===== config.mk =====
export PLATFORM = sky130hd
export DESIGN_NAME = nd_option_locator_top
export DESIGN_NICKNAME = d
export VERILOG_FILES = /design/src/sv/nol_pkg.sv /design/src/sv/nd_option_locator_top.sv
export SDC_FILE = /design/constraint.sdc
export NUM_CORES = 1
export LEC_CHECK = 0
export BUFFER_PORTS_ARGS = -buffer_cell sky130_fd_sc_hd__buf_2
export CAP_MARGIN = 0
export CELL_PAD_IN_SITES_DETAIL_PLACEMENT = 0
export CELL_PAD_IN_SITES_GLOBAL_PLACEMENT = 2
export CORE_MARGIN = 8
export CORE_UTILIZATION = 39
export CTS_BUF_LIST = sky130_fd_sc_hd__clkbuf_16
export DETAILED_ROUTE_END_ITERATION = 12
export PLACE_DENSITY_LB_ADDON = 0.1
export SYNTH_ARGS = -nofsm -noshare
export SYNTH_HDL_FRONTEND = slang
export SYNTH_SLANG_ARGS = --single-unit

===== constraint.sdc =====
create_clock -name clk_i -period 2.6 [get_ports clk_i]
set_clock_uncertainty 0.15 [all_clocks]
set_input_delay 0 -clock clk_i [delete_from_list [all_inputs] [get_ports clk_i]]
set_output_delay 0 -clock clk_i [all_outputs]
set_load 0.01 [all_outputs]

===== src/sv/nol_pkg.sv =====
// Package for the ND option locator: word types, status codes, header size lookup.
package nol_pkg;

  localparam int unsigned MAX_MSG_BYTES = 2048;

  typedef enum logic [2:0] {
    StFound       = 3'd0,
    StAbsent      = 3'd1,
    StUnsupported = 3'd2,
    StZeroLen     = 3'd3,
    StTooLong     = 3'd4
  } status_e;

  localparam logic [7:0] KindRtrSol  = 8'd133;
  localparam logic [7:0] KindRtrAdv  = 8'd134;
  localparam logic [7:0] KindNbrSol  = 8'd135;
  localparam logic [7:0] KindNbrAdv  = 8'd136;

  typedef struct packed {
    logic [7:0] data_byte;
    logic [7:0] wanted_type;
    logic       last_byte;
  } in_word_t;

  typedef struct packed {
    logic [2:0]  status;
    logic [10:0] option_offset;
    logic [7:0]  option_units;
    logic [7:0]  message_kind;
  } out_word_t;

  // fixed header size in bytes, 0 for unsupported kinds
  function automatic logic [4:0] header_size(logic [7:0] kind);
    logic [4:0] hs;
    unique case (kind)
      KindRtrSol: hs = 5'd8;
      KindRtrAdv: hs = 5'd16;
      KindNbrSol: hs = 5'd24;
      KindNbrAdv: hs = 5'd24;
      default:    hs = 5'd0;
    endcase
    return hs;
  endfunction

endpackage


===== src/sv/nd_option_locator_top.sv =====
// ND option locator: streams one ICMPv6 neighbor discovery message and finds one option.
//
// Input channel (in_valid_i/in_ready_o/in_word_i): one message byte per word, byte 0 is
// the ICMPv6 type; wanted_type is sampled with byte 0, last_byte flags the final byte.
// Output channel (out_valid_o/out_ready_i/out_word_o): one result word per message,
// produced by the word carrying last_byte: status, option offset and length units of
// the first option of the wanted type, and the message type.
// The result word is registered and valid the cycle after the last byte is accepted.
// Throughput: one byte per cycle; the parse state sits in registers and each byte
// needs one compare against the next option start and one add to advance it.
// A stalled result word is held in the output register; non-final bytes of the next
// message are still accepted meanwhile, and only a final byte waits for the slot.
// Reset (rst_ni low, asynchronous) returns to the start of a message with no result
// pending.
// MaxMsgBytes sets where a message counts as too long; the position counter
// saturates at that value.
module nd_option_locator_top #(
  parameter int unsigned MaxMsgBytes = nol_pkg::MAX_MSG_BYTES
) (
  input  logic               clk_i,
  input  logic               rst_ni,
  input  logic               in_valid_i,
  output logic               in_ready_o,
  input  nol_pkg::in_word_t  in_word_i,
  output logic               out_valid_o,
  input  logic               out_ready_i,
  output nol_pkg::out_word_t out_word_o
);
  import nol_pkg::*;

  localparam int unsigned PosW = $clog2(MaxMsgBytes + 1);
  localparam int unsigned NosW = $clog2(MaxMsgBytes + 2049);

  logic [PosW-1:0] pos_q, pos_d;
  logic [NosW-1:0] nos_q, nos_d;
  logic [7:0]      kind_q, kind_d;
  logic [7:0]      sought_q, sought_d;
  logic [10:0]     moff_q, moff_d;
  logic [7:0]      munits_q, munits_d;
  status_e         pstat_q, pstat_d;
  logic            tmatch_q, tmatch_d;

  logic            out_valid_q;
  out_word_t       out_word_q;
  logic            in_acc;
  logic            res_acc;
  logic [NosW-1:0] pos_ext;
  logic [7:0]      b;

  assign in_ready_o = !out_valid_q || out_ready_i || !in_word_i.last_byte;
  assign in_acc     = in_valid_i && in_ready_o;
  assign res_acc    = in_acc && in_word_i.last_byte;
  assign b          = in_word_i.data_byte;
  assign pos_ext    = NosW'(pos_q);

  always_comb begin
    pos_d    = pos_q;
    nos_d    = nos_q;
    kind_d   = kind_q;
    sought_d = sought_q;
    moff_d   = moff_q;
    munits_d = munits_q;
    pstat_d  = pstat_q;
    tmatch_d = tmatch_q;
    if (pos_q == '0) begin
      kind_d   = b;
      sought_d = in_word_i.wanted_type;
      moff_d   = '0;
      munits_d = '0;
      tmatch_d = 1'b0;
      nos_d    = NosW'(header_size(b));
      pstat_d  = (header_size(b) == 5'd0) ? StUnsupported : StAbsent;
    end else if (pstat_q != StUnsupported) begin
      if (pos_q >= PosW'(MaxMsgBytes)) begin
        pstat_d = StTooLong;
      end else if (pstat_q == StAbsent) begin
        if (pos_ext == nos_q) begin
          tmatch_d = (b == sought_q);
          if (b == sought_q) begin
            moff_d = 11'(pos_q);
            if (in_word_i.last_byte) begin
              pstat_d = StZeroLen;
            end
          end
        end else if (pos_ext == nos_q + NosW'(1)) begin
          if (b == 8'd0) begin
            pstat_d = StZeroLen;
          end else if (tmatch_q) begin
            munits_d = b;
            pstat_d  = StFound;
          end else begin
            nos_d = nos_q + NosW'({b, 3'b000});
          end
        end
      end
    end
    if (pos_q < PosW'(MaxMsgBytes)) begin
      pos_d = pos_q + PosW'(1);
    end
    if (in_word_i.last_byte) begin
      pos_d    = '0;
      tmatch_d = 1'b0;
    end
  end

  always_ff @(posedge clk_i or negedge rst_ni) begin
    if (!rst_ni) begin
      pos_q    <= '0;
      nos_q    <= '0;
      kind_q   <= '0;
      sought_q <= '0;
      moff_q   <= '0;
      munits_q <= '0;
      pstat_q  <= StAbsent;
      tmatch_q <= 1'b0;
    end else if (in_acc) begin
      pos_q    <= pos_d;
      nos_q    <= nos_d;
      kind_q   <= kind_d;
      sought_q <= sought_d;
      moff_q   <= moff_d;
      munits_q <= munits_d;
      pstat_q  <= pstat_d;
      tmatch_q <= tmatch_d;
    end
  end

  always_ff @(posedge clk_i or negedge rst_ni) begin
    if (!rst_ni) begin
      out_valid_q <= 1'b0;
    end else if (res_acc) begin
      out_valid_q <= 1'b1;
    end else if (out_ready_i) begin
      out_valid_q <= 1'b0;
    end
  end

  always_ff @(posedge clk_i) begin
    if (res_acc) begin
      out_word_q.status        <= pstat_d;
      out_word_q.option_offset <= (pstat_d == StFound) ? moff_d : 11'd0;
      out_word_q.option_units  <= (pstat_d == StFound) ? munits_d : 8'd0;
      out_word_q.message_kind  <= kind_d;
    end
  end

  assign out_valid_o = out_valid_q;
  assign out_word_o  = out_word_q;

endmodule


==> summary.txt, run 1 <==
Synthesis
  – Synth area leader: dfrtp_1
  – Synthesized-area fraction occupied by adder cells: 3.594%
  – Post-synth ARST share: between 60% and 70%
  – Top-count cell post-synth: dfrtp_1
  – Simple-Gate Fraction of Synth Area: between 15 and 20%
  – Ranking of synthesized cells by area: dfrtp_1, edfxtp_1, mux2_2, xnor2_1, mux2i_1
  – EDFF count, synth: 30
  – Netlist cell types: 60
  – Complex-gate fraction of the synthesized area: 9.725%
  – Synth Instances: 417
  – Synth Register Bits: 92
  – Commonest cells post-synth: dfrtp_1, nand2_1, edfxtp_1, xnor2_1, nor2_1
  – Synth warnings: 0
  – Mapped Area: approximately 4700 um^2
  – Synth top area share: 32.24%
  – Synth Area in XOR/XNOR: between 5 and 6%
  – Mux cell area share after synthesis: 8.087%
  – Synth Flop Type: dfrtp_1
  – Net count after synthesis: around 450
  – Average size of a mapped cell: between 10 and 15 um^2
  – Largest family of logic cells by synthesized area: simple AND/OR/NAND/NOR gates
  – Seq/Total Area, Yosys: between 50% and 60%

Cells and area
  – Area occupied by multi-input gates: 2112 um^2
  – Final #Nets: ~530
  – Reg area: 2454 um^2
  – Design area: 5798 um^2
  – Layout area overhead: 22.46%
  – Ant. Diodes: 0
  – Share of cells above drive strength 1: roughly a quarter
  – Fill count: ~1100

Global routing
  – Congestion Overflow GR: 0
  – Vias in the first global route: 3464
  – Total track usage: about 15%
  – Largest net degree at the start of global routing: 37
  – First-pass GRT wire length: about 19000 um
  – Initial antenna violation count: 0

Critical path
  – CP max stage delay: 0.56 ns
  – Slowest CP cell: dfstp_2
  – Worst Path Required: around 2.7 ns
  – Worst setup EP type: flip-flop
  – CP Class: reg -> reg
  – Crit start category: flip-flop
  – WP data arrival: approximately 2.5 ns
  – FF-to-FF path depth: 6
  – Critical-path maximum fanout: 11
  – Critical path buffers and inverters: 0
  – Worst-path cell chain: and2b_1 > nand3_1 > nor4_4 > a21oi_1 > nand2b_1 > a22o_1
  – Stages on the worst setup path: 6
  – Largest delay share family, worst path: simple AND/OR/NAND/NOR gates

Clocking
  – TritonCTS clock tree: built
  – Clk Tree Root Cell: clkbuf_16
  – # clock sinks: just over 90
  – H-tree levels: 3
  – CTS max path bufs: 2
  – Clk slew on worst S/H paths: ~0.06 ns
  – CTS Buf Count: 9
  – Clock insertion delay at the later pin of the skew report: 0.34 ns

Route
  – Drt total wl: 11670 um
  – WL/cell: between 15 and 20 um
  – Via density: roughly 5.3
  – Remaining DRCs: 0
  – Final ANT Viol Nets: 0
  – Drt pass-1 iters: 4
  – Via count: between 3000 and 4000
  – Initial DRC Count: slightly above 200

Floorplanning
  – Cell Rows: 40
  – Starting density of the core: between 30 and 40%
  – Io pins: 53
  – Die width: roughly 130 um
  – Area of the core: between 10000 and 15000 um^2
  – Die Area: roughly 16000 um^2
  – Die Ht: between 100 and 150 um

Power and ir drop
  – Int Pwr: ~0.0029 W
  – Combinational Power Share: 23.4%
  – Cell Pwr Density: around 700 nW/um^2
  – P_leak: 2.527 nW
  – Clk network pwr share: around a third
  – Sw frac: 28.53%
  – Sequential power share: between 40% and 50%
  – Worst ir drop on vdd: between 0.3 and 0.4 mV
  – Psw: roughly 0.0012 W
  – Final total power: approximately 0.004 W

Placement
  – GPL Wtd Cong: 0.7897
  – PortBufs: 52
  – Cell Area, Placed: between 5000 and 6000 um^2
  – Setup WS pre-CTS: ~0.05 ns
  – Final HPWL DP: around 8400 um

Timing
  – Setup_tns: 0 ns
  – RSZ-0062 raised after global routing: false
  – Crit path time final: 2.455 ns
  – F_max: 0.4073 GHz
  – Max-slew violations: 0
  – Slew headroom: 51.39%
  – Hold Vio Cnt, Final: 0
  – # setup viols final: 0
  – Crit share post-route: roughly 94%
  – Worst slew pin tran: 0.7291 ns
  – Final WS setup: 0.1446 ns

Hold path
  – Hold Path Class: in -> async

Flow run
  – # Max-Cap Violations: 0

Outcome
  – Outcome: complete, no violations
-- path summary, 6_finish.rpt --
kind | startpoint | to | slack (ns)
setup reg to reg | pstat_q[0] | moff_q[6] | 0.14
hold / removal | rst_ni | pos_q[6] | 0.08
hold reg to reg | moff_q[2] | moff_q[2] | 0.34
min in group clk_i | in_word_i[7] | sought_q[6] | 0.27
setup / recovery | pstat_q[0] | moff_q[6] | 0.14
max in group asynchronous | rst_ni | pstat_q[0] | 1.52
-- layout make-up --
| type | count | area share (%) |
|---|---|---|
| Sequential cell | 92 | 42.32 |
| Multi-Input combinational cell | 286 | 36.43 |
| Timing Repair Buffer | 96 | 11.91 |
| Clock buffer | 9 | 3.884 |
| Tap cell | 147 | 3.172 |
| Clock inverter | 7 | 1.446 |
| Inverter | 13 | 0.8416 |
-- stage by stage --
step / hold slack (ns) / util (%) / cells
final: 0.08254 / 48.68 / 650
after global routing: 0.1526 / 48.68 / 650
after CTS: 0.1071 / 48.33 / 648
after detailed placement: -0.06234 / 44.05 / 612
after global placement: -0.07125 / 44.05 / 612
after floorplan: -0.4456 / - / 417
-- sequential cells by signal (all words and copies together), names as in the netlist, 3 cells and up --
signal and count:
nos_q 10, moff_q 11, pstat_q 3, munits_q 8, pos_q 12, kind_q 8, out_word_o 30, sought_q 8
-- placed cells by master, fill, tap and decap left out, drive strengths merged, types with 18 or more instances in the layout --
cell type | synthesis | layout
buf | 18 | 76
dfrtp | 61 | 61
mux2i | 18 | 18
nor2 | 22 | 22
mux2 | 18 | 18
dlygate4sd3 | 0 | 20
nand2 | 45 | 45
edfxtp | 30 | 30
nor3 | 29 | 29
xnor2 | 23 | 23
a22o | 18 | 18
-- power groups by stage --
stage	clock [W]	sequential [W]	combinational, W
after global routing	0.00146	0.00180	0.00107
after CTS	0.00141	0.00179	0.000939
final	0.00137	0.00178	0.000966
after detailed placement	0	0.00181	0.000910
after global placement	0	0.00181	0.000896
after floorplan	0	0.00181	0.000625
-- logic make-up after synthesis --
logic type,count (synthesis)
buffers and inverters,39
and+or+nand+nor,144
AOI/OAI and AO/OA,62
muxes,36
xor gates and xnor gates,31
adders and majority gates,13
DFF,92
-- routing by layer --
layer  vias up  wire length (um)  GRT usage, %
li1       1666                 -             -
met1      1667              5681         20.65
met2        76              5306         23.93
met3        18               466         2.785
met4         0               218         6.369
met5         -                 0             0
-- worst register-to-register path, stage by stage (launching register included) --
cell and delay (ns):
dfstp_2 0.56, and2b_1 0.17, nand3_1 0.23, nor4_4 0.44, a21oi_1 0.12, nand2b_1 0.34, a22o_1 0.34
-- repair_timing --
action,in CTS,in global routing
setup endpoints to repair,0,28
endpoints found under the hold margin,59,0
resized for setup,0,4
setup buffers,0,2
hold buffers,20,0
Note: power is estimated with default switching activity, not from simulation.
==> run 2: changes to the inputs <==
--- a/config.mk
+++ b/config.mk
@@ -5,15 +5,17 @@
 export SDC_FILE = /design/constraint.sdc
 export NUM_CORES = 1
 export LEC_CHECK = 0
+export ABC_AREA = 1
 export BUFFER_PORTS_ARGS = -buffer_cell sky130_fd_sc_hd__buf_2
 export CAP_MARGIN = 0
 export CELL_PAD_IN_SITES_DETAIL_PLACEMENT = 0
 export CELL_PAD_IN_SITES_GLOBAL_PLACEMENT = 2
 export CORE_MARGIN = 8
-export CORE_UTILIZATION = 39
+export CORE_UTILIZATION = 35
 export CTS_BUF_LIST = sky130_fd_sc_hd__clkbuf_16
 export DETAILED_ROUTE_END_ITERATION = 12
 export PLACE_DENSITY_LB_ADDON = 0.1
+export SLEW_MARGIN = 20
 export SYNTH_ARGS = -nofsm -noshare
 export SYNTH_HDL_FRONTEND = slang
 export SYNTH_SLANG_ARGS = --single-unit
==> run 2 against run 1 <==
Critical path depth rose by 3. Global-route usage hardly changed. Combinational power increased by 21%. Power up 2.5%. Clock power decreased by 10%. Synthesized cell count up 45%. Cell count is 35% higher. Synthesized area increased by 5.1%. Hold slack got worse by 0.041 ns. Routed wire length rose by 16%. Sequential share of layout area shrank 1.8 points. Critical path type unchanged. Largest power group unchanged. Highest routed layer unchanged.
==> summary.txt, run 2 <==
Outcome
  – Outcome: complete, no violations

Placement
  – Cell Area, Placed: 5504 um^2 (+4.9%)
  – GPL Wtd Cong: 0.7920 (+0.29%)
  – PortBufs: 52 (unchanged)
  – Setup WS pre-CTS: 0.05541 ns (+0.006615 ns)
  – Final HPWL DP: 9897 um (+18%)

Critical path
  – Worst Path Required: 2.54 ns (-0.14 ns)
  – Slowest CP cell: inv_1
  – CP Class: reg -> reg
  – Worst setup EP type: flip-flop
  – Most used cell, CP: inv_1
  – Critical-path maximum fanout: 11 (unchanged)
  – Flop-to-flop setup slack: 0.06 ns (-0.09 ns)
  – WP data arrival: 2.48 ns (-0.05 ns)
  – Worst-path cell chain: inv_1 > ha_1 > inv_1 > nor3_1 > nand3b_1 > inv_1 > a21oi_1 > o21ai_0 > nor2_1
  – CP max stage delay: 0.47 ns (-0.09 ns)
  – Crit start category: flip-flop

Route
  – Drt total wl: 13570 um (+16%)
  – Via density: 4.761 (-9.7%)
  – Final ANT Viol Nets: 0 (unchanged)
  – Via count: 4185 (+22%)
  – Initial DRC Count: 264 (+28%)
  – WL/cell: 15.43 um (-14%)
  – Drt pass-1 iters: 4 (unchanged)
  – Remaining DRCs: 0 (unchanged)

Synthesis
  – Synth Register Bits: 92 (unchanged)
  – Average size of a mapped cell: 8.227 um^2 (-28%)
  – Commonest cells post-synth: nand2_1, inv_1, dfrtp_1, nor2_1, o21ai_0
  – Synth Flop Type: dfrtp_1
  – Synth warnings: 0 (unchanged)
  – Synth area leader: dfrtp_1
  – Post-synth ARST share: 67.39% (unchanged)
  – Seq/Total Area, Yosys: 49.30% (-2.5 points)
  – Net count after synthesis: 639 (+42%)
  – Ranking of synthesized cells by area: dfrtp_1, edfxtp_1, nand2_1, inv_1, o21ai_0
  – Netlist cell types: 39 (-35%)
  – Top-count cell post-synth: nand2_1
  – Mapped Area: 4977 um^2 (+5.1%)
  – Synth top area share: 30.67% (-1.6 points)
  – Synth Instances: 605 (+45%)
  – EDFF count, synth: 30 (unchanged)

Global routing
  – First-pass GRT wire length: 21870 um (+14%)
  – Congestion Overflow GR: 0 (unchanged)
  – Largest net degree at the start of global routing: 43 (+16%)
  – Total track usage: 15.40% (+0.018 points)
  – Initial antenna violation count: 0 (unchanged)
  – Vias in the first global route: 4065 (+17%)

Timing
  – F_max: 0.3929 GHz (-3.5%)
  – Crit share post-route: 97.88% (+3.4 points)
  – Max-slew violations: 0 (unchanged)
  – Crit path time final: 2.545 ns (+0.08958 ns)
  – # setup viols final: 0 (unchanged)
  – Hold Vio Cnt, Final: 0 (unchanged)
  – RSZ-0062 raised after global routing: true
  – Setup_tns: 0 ns (unchanged)
  – Slew headroom: 59.59% (+8.2 points)
  – Worst hold slack: 0.04134 ns (-0.04121 ns)
  – Worst slew pin tran: 0.6062 ns (-0.1229 ns)
  – Final WS setup: 0.05505 ns (-0.08958 ns)

Cells and area
  – Commonest non-fill, non-tap cell in the layout: nand2_1
  – Final #Nets: 728 (+37%)
  – Max FFs per register: 30 (unchanged)
  – Ant. Diodes: 0 (unchanged)
  – Commonest non-fill, non-tap cells in the layout: nand2_1, inv_1, dfrtp_1
  – Fill count: 1436 (+33%)
  – Share of cells above drive strength 1: 20.03% (-6.0 points)
  – Layout area overhead: 21.59%
  – Design area: 6052 um^2 (+4.4%)

Clocking
  – CTS max path bufs: 2 (unchanged)
  – TritonCTS clock tree: built
  – Clk Tree Root Cell: clkbuf_16
  – Clock insertion delay at the later pin of the skew report: 0.35 ns (about the same)
  – # clock sinks: 92 (unchanged)
  – Clk slew on worst S/H paths: 0.07 ns (about the same)
  – CTS Buf Count: 9 (unchanged)
  – H-tree levels: 3 (unchanged)

Floorplanning
  – Io pins: 53 (unchanged)
  – Cell Rows: 43 (+7.5%)
  – Die Ht: 135.3 um (+7.2%)
  – Area of the core: 13880 um^2 (+17%)
  – Starting density of the core: 35.86% (-3.9 points)
  – Die width: 135.3 um (+7.2%)
  – Die Area: 18290 um^2 (+15%)

Power and ir drop
  – Worst ir drop on vdd: 0.2910 mV (-9.6%)
  – P_leak: 2.782 nW (+10%)
  – Cell Pwr Density: 698.1 nW/um^2 (-1.8%)

Flow run
  – # Max-Cap Violations: 0 (unchanged)

Hold path
  – Hold Path Class: in -> async
-- run 2: cell types whose count changed in the layout (fill, tap and decap cells not counted), moves of 10 or more --
| cell | before | now |
|---|---|---|
| nand3_1 | 10 | 34 |
| inv_2 | 0 | 11 |
| nor2_2 | 1 | 16 |
| a21oi_1 | 7 | 26 |
| nor3_2 | 11 | 1 |
| inv_1 | 15 | 63 |
| nand2_1 | 45 | 162 |
| a22o_1 | 18 | 0 |
| xnor2_1 | 23 | 5 |
| mux2i_1 | 18 | 0 |
| o21ai_0 | 6 | 45 |
| o21ai_1 | 6 | 16 |
| nor2_1 | 19 | 47 |
| mux2_2 | 18 | 0 |
-- run 2: logic make-up (layout without fill, tap and decap cells) --
| family | count (synthesis) | in the layout | share of synthesized area [%] |
|---|---|---|---|
| simple gates | 304 | 304 | 27.93 |
| compound gates | 95 | 95 | 10.23 |
| flops | 92 | 92 | 49.30 |
| xor+xnor | 11 | 11 | 1.936 |
| buf+inv | 90 | 184 | 7.189 |
| fa+ha+maj | 13 | 13 | 3.419 |
-- run 2: worst max-delay path: cells and delay by family (launching register included) --
kind,cells,cell delay (ns)
AO/OA/AOI/OAI,2,0.29
adder cells (fa/ha/maj),1,0.17
buffers and inverters,3,0.69
AND/OR/NAND/NOR,3,0.56
flip-flops,1,0.42
-- run 2: cell type report --
cell class	instances	area (um^2)	share of cell area, %
Inverter	75	285.3	4.714
Clock inverter	7	42.54	0.7029
Clock buffer	9	225.2	3.721
Sequential cell	92	2455	40.56
Multi-Input combinational cell	423	2171	35.87
Timing Repair inverter	2	15.01	0.2481
Tap cell	180	225.2	3.721
Timing Repair Buffer	91	633.1	10.46
-- run 2: timing repair --
item	4_1_cts	5_1_grt
hold buffers	22	0
endpoints found under the setup margin	0	37
hold endpoints to repair	79	0
buffers inserted	0	3
resized for setup	0	5
-- run 2: where the power goes --
part	internal, W	leakage, nW	switching [W]
clock	0.000645	0.135	0.000584
sequential	0.00170	1.11	0.000117
combinational	0.000426	1.53	0.000747
-- run 2: metrics by stage --
| stage | std cells | power, W | utilization (%) |
|---|---|---|---|
| global route | 879 | 0.004512 | 43.60 |
| floorplan | 605 | 0.002580 | - |
| global placement | 836 | 0.002945 | 39.65 |
| finish | 879 | 0.004225 | 43.60 |
| detailed placement | 836 | 0.002960 | 39.65 |
| CTS | 874 | 0.004232 | 43.17 |
-- run 2: path summary, 6_finish.rpt --
kind                              start              to  depth (start not counted)
max in group asynchronous        rst_ni      pstat_q[0]                          3
hold / removal                   rst_ni     sought_q[6]                          2
min in group clk_i         in_word_i[5]     sought_q[4]                          4
setup reg to reg               pos_q[0]  out_word_o[24]                          9
hold reg to reg               moff_q[4]       moff_q[4]                          2
setup / recovery               pos_q[0]  out_word_o[24]                          9
-- run 2: routing by layer --
metal | vias to the layer above | share of wire [%] | track usage, %
met1 | 1928 | 48 | 20.78
met5 | - | 0 | 0
met4 | 0 | 1.8 | 5.429
met3 | 20 | 4.4 | 3.190
met2 | 91 | 45 | 23.96
li1 | 2146 | - | -
==> run 3: changes to the inputs <==
--- a/config.mk
+++ b/config.mk
@@ -8,13 +8,11 @@
 export ABC_AREA = 1
 export BUFFER_PORTS_ARGS = -buffer_cell sky130_fd_sc_hd__buf_2
 export CAP_MARGIN = 0
-export CELL_PAD_IN_SITES_DETAIL_PLACEMENT = 0
-export CELL_PAD_IN_SITES_GLOBAL_PLACEMENT = 2
 export CORE_MARGIN = 8
-export CORE_UTILIZATION = 35
+export CORE_UTILIZATION = 50
 export CTS_BUF_LIST = sky130_fd_sc_hd__clkbuf_16
 export DETAILED_ROUTE_END_ITERATION = 12
-export PLACE_DENSITY_LB_ADDON = 0.1
+export PLACE_DENSITY = 0.7
 export SLEW_MARGIN = 20
 export SYNTH_ARGS = -nofsm -noshare
 export SYNTH_HDL_FRONTEND = slang
==> run 3 against run 2 <==
Routed wire length decreased by 14%. Flip-flop and latch count unchanged. Critical path depth increased by 2. Combinational power decreased by 5%. Hold slack got worse by 0.0077 ns. Fmax increased by 4.6%. Non-clock buffer count decreased by 6. Utilization increased by 17 points. Clock-buffer cell count unchanged. First-iteration DRC count decreased by 11%. Design area decreased by 1.8%. Sequential power about the same.
==> summary.txt, run 3 (same netlist as run 2, synthesis figures left out) <==
Cells and area
  – Fill count: 875 (-39%)
  – Max FFs per register: 30 (unchanged)
  – Layout area overhead: 19.41%
  – Final #Nets: 722 (-0.82%)
  – Design area: 5943 um^2 (-1.8%)
  – Area occupied by multi-input gates: 2171 um^2 (unchanged)
  – Non-filler cells, final: 826 (-6.0%)
  – Commonest non-fill, non-tap cells in the layout: nand2_1, inv_1, dfrtp_1
  – Ant. Diodes: 0 (unchanged)
  – Commonest non-fill, non-tap cell in the layout: nand2_1
  – Share of cells above drive strength 1: 19.05% (-0.98 points)
  – Reg area: 2454 um^2 (about the same)

Route
  – Drt total wl: 11720 um (-14%)
  – Remaining DRCs: 0 (unchanged)
  – Drt pass-1 iters: 5 (+1)
  – WL/cell: 14.19 um (-8.1%)
  – Final ANT Viol Nets: 0 (unchanged)
  – Initial DRC Count: 235 (-11%)
  – Via density: 5.136 (+7.9%)
  – Via count: 4242 (+1.4%)

Hold path
  – Hold Path Class: in -> reg
  – Hold_sp: in_word_i[10]

Global routing
  – Total track usage: 18.35% (+2.9 points)
  – Largest net degree at the start of global routing: 44 (+2.3%)
  – First-pass GRT wire length: 19390 um (-11%)
  – Congestion Overflow GR: 0 (unchanged)
  – Initial antenna violation count: 0 (unchanged)
  – Vias in the first global route: 4035 (-0.74%)

Power and ir drop
  – Int Pwr: 0.002735 W (-1.5%)
  – Worst ir drop on vdd: 0.3642 mV (+25%)
  – Clk network pwr share: 28.6% (-0.5 points)
  – Combinational Power Share: 27.0% (-0.8 points)
  – Psw: 0.001367 W (-5.7%)
  – Sequential power share: 44.4% (+1.3 points)
  – Cell Pwr Density: 690.1 nW/um^2 (-1.1%)
  – P_leak: 2.753 nW (-1.0%)
  – Sw frac: 33.32% (-0.97 points)

Timing
  – Max-slew violations: 0 (unchanged)
  – F_max: 0.4112 GHz (+4.6%)
  – Final WS setup: 0.1681 ns (+0.1130 ns)
  – Crit path time final: 2.432 ns (-0.1130 ns)
  – Slew headroom: 52.55% (-7.0 points)
  – # setup viols final: 0 (unchanged)
  – Hold Vio Cnt, Final: 0 (unchanged)
  – Worst slew pin tran: 0.7118 ns (+0.1057 ns)
  – Setup_tns: 0 ns (unchanged)
  – Crit share post-route: 93.54% (-4.3 points)

Critical path
  – FF-to-FF path depth: 11 (+2)
  – Flop-to-flop setup slack: 0.17 ns (+0.11 ns)
  – Worst Path Required: 2.67 ns (+0.13 ns)
  – Launch point of the worst path: pos_q[0]
  – Critical-path maximum fanout: 24 (+13)
  – WP data arrival: 2.50 ns (+0.02 ns)
  – Worst setup EP type: flip-flop
  – Crit start category: flip-flop
  – Reg2reg end: kind_q[3]
  – CP Capture Point: kind_q[3]
  – CP Class: reg -> reg
  – Worst reg2reg startpoint: pos_q[0]

Floorplanning
  – Cell Rows: 36 (-16%)
  – Starting density of the core: 51.16% (+15 points)
  – Area of the core: 9729 um^2 (-30%)
  – Die width: 115.8 um (-14%)
  – Die Area: 13400 um^2 (-27%)
  – Die Ht: 115.8 um (-14%)
  – Io pins: 53 (unchanged)

Clocking
  – CTS max path bufs: 2 (unchanged)
  – TritonCTS clock tree: built
  – CTS Buf Count: 9 (unchanged)
  – Clk Tree Root Cell: clkbuf_16
  – # clock sinks: 92 (unchanged)
  – Clk slew on worst S/H paths: 0.06 ns (about the same)
  – H-tree levels: 3 (unchanged)
  – Clock insertion delay at the later pin of the skew report: 0.34 ns (about the same)

Placement
  – Placed insts: 784 (-6.2%)
  – Final HPWL DP: 8577 um (-13%)
  – GPL Wtd Cong: 0.8840 (+12%)
  – PortBufs: 52 (unchanged)
  – Setup WS pre-CTS: 0.1233 ns (+0.06786 ns)
  – Cell Area, Placed: 5408 um^2 (-1.8%)

Outcome
  – Outcome: complete, no violations

Flow run
  – # Max-Cap Violations: 0 (unchanged)
run 3: layout make-up:
class	count	share of cell area [%]
multi-input combinational	423	36.53
timing repair buffer	85	9.916
timing repair inverter	2	0.2526
tap	133	2.800
sequential	92	41.28
inverter	75	4.800
clock buffer	9	3.789
clock inverter	7	0.6316
run 3: routing by layer:
layer / vias up / share of wire [%] / global-route usage [%] / routed length (um)
met5: - / 0 / 0 / 0
met4: 0 / 2.5 / 6.482 / 289
met3: 18 / 5.2 / 3.856 / 604
met2: 110 / 46 / 28.44 / 5412
met1: 1975 / 46 / 24.84 / 5411
li1: 2139 / - / - / -
run 3: power by group through the flow:
| stage | logic [W] | registers (W) | clock network [W] |
|---|---|---|---|
| floorplan | 0.000743 | 0.00184 | 0 |
| finish | 0.00111 | 0.00182 | 0.00117 |
| global route | 0.00126 | 0.00184 | 0.00124 |
| detailed placement | 0.00102 | 0.00184 | 0 |
| CTS | 0.00106 | 0.00182 | 0.00119 |
| global placement | 0.000994 | 0.00184 | 0 |
run 3: worst min path at each step:
stage,endpoint,slack (ns),depth (start not counted)
CTS,kind_q[1],0.03,3
finish,kind_q[1],0.03,3
detailed placement,nos_q[7],-0.05,1
global placement,sought_q[6],-0.06,1
floorplan,kind_q[0],-0.45,0
global route,kind_q[1],0.07,3
run 3: what timing repair did:
action,CTS,global route
endpoints found under the setup margin,0,35
buffers inserted,0,3
endpoints found under the hold margin,56,0
resized for setup,0,6
hold buffers,21,0
run 3: stage by stage:
stage / util [%] / total power (W) / hold WS [ns]
floorplan: - / 0.002580 / -0.4456
global placement: 55.58 / 0.002837 / -0.05588
detailed placement: 55.58 / 0.002866 / -0.04581
CTS: 60.44 / 0.004067 / 0.02641
global route: 61.09 / 0.004340 / 0.07466
finish: 61.09 / 0.004101 / 0.03362
run 3: critical path, stage by stage (launching register included):
cell,delay (ns)
dfrtp_1,0.42
inv_1,0.15
ha_1,0.16
inv_1,0.07
nor3_1,0.18
nand3b_1,0.26
buf_6,0.27
nor2_4,0.22
clkinvlp_4,0.14
buf_4,0.16
nand2_1,0.05
o21ai_0,0.07
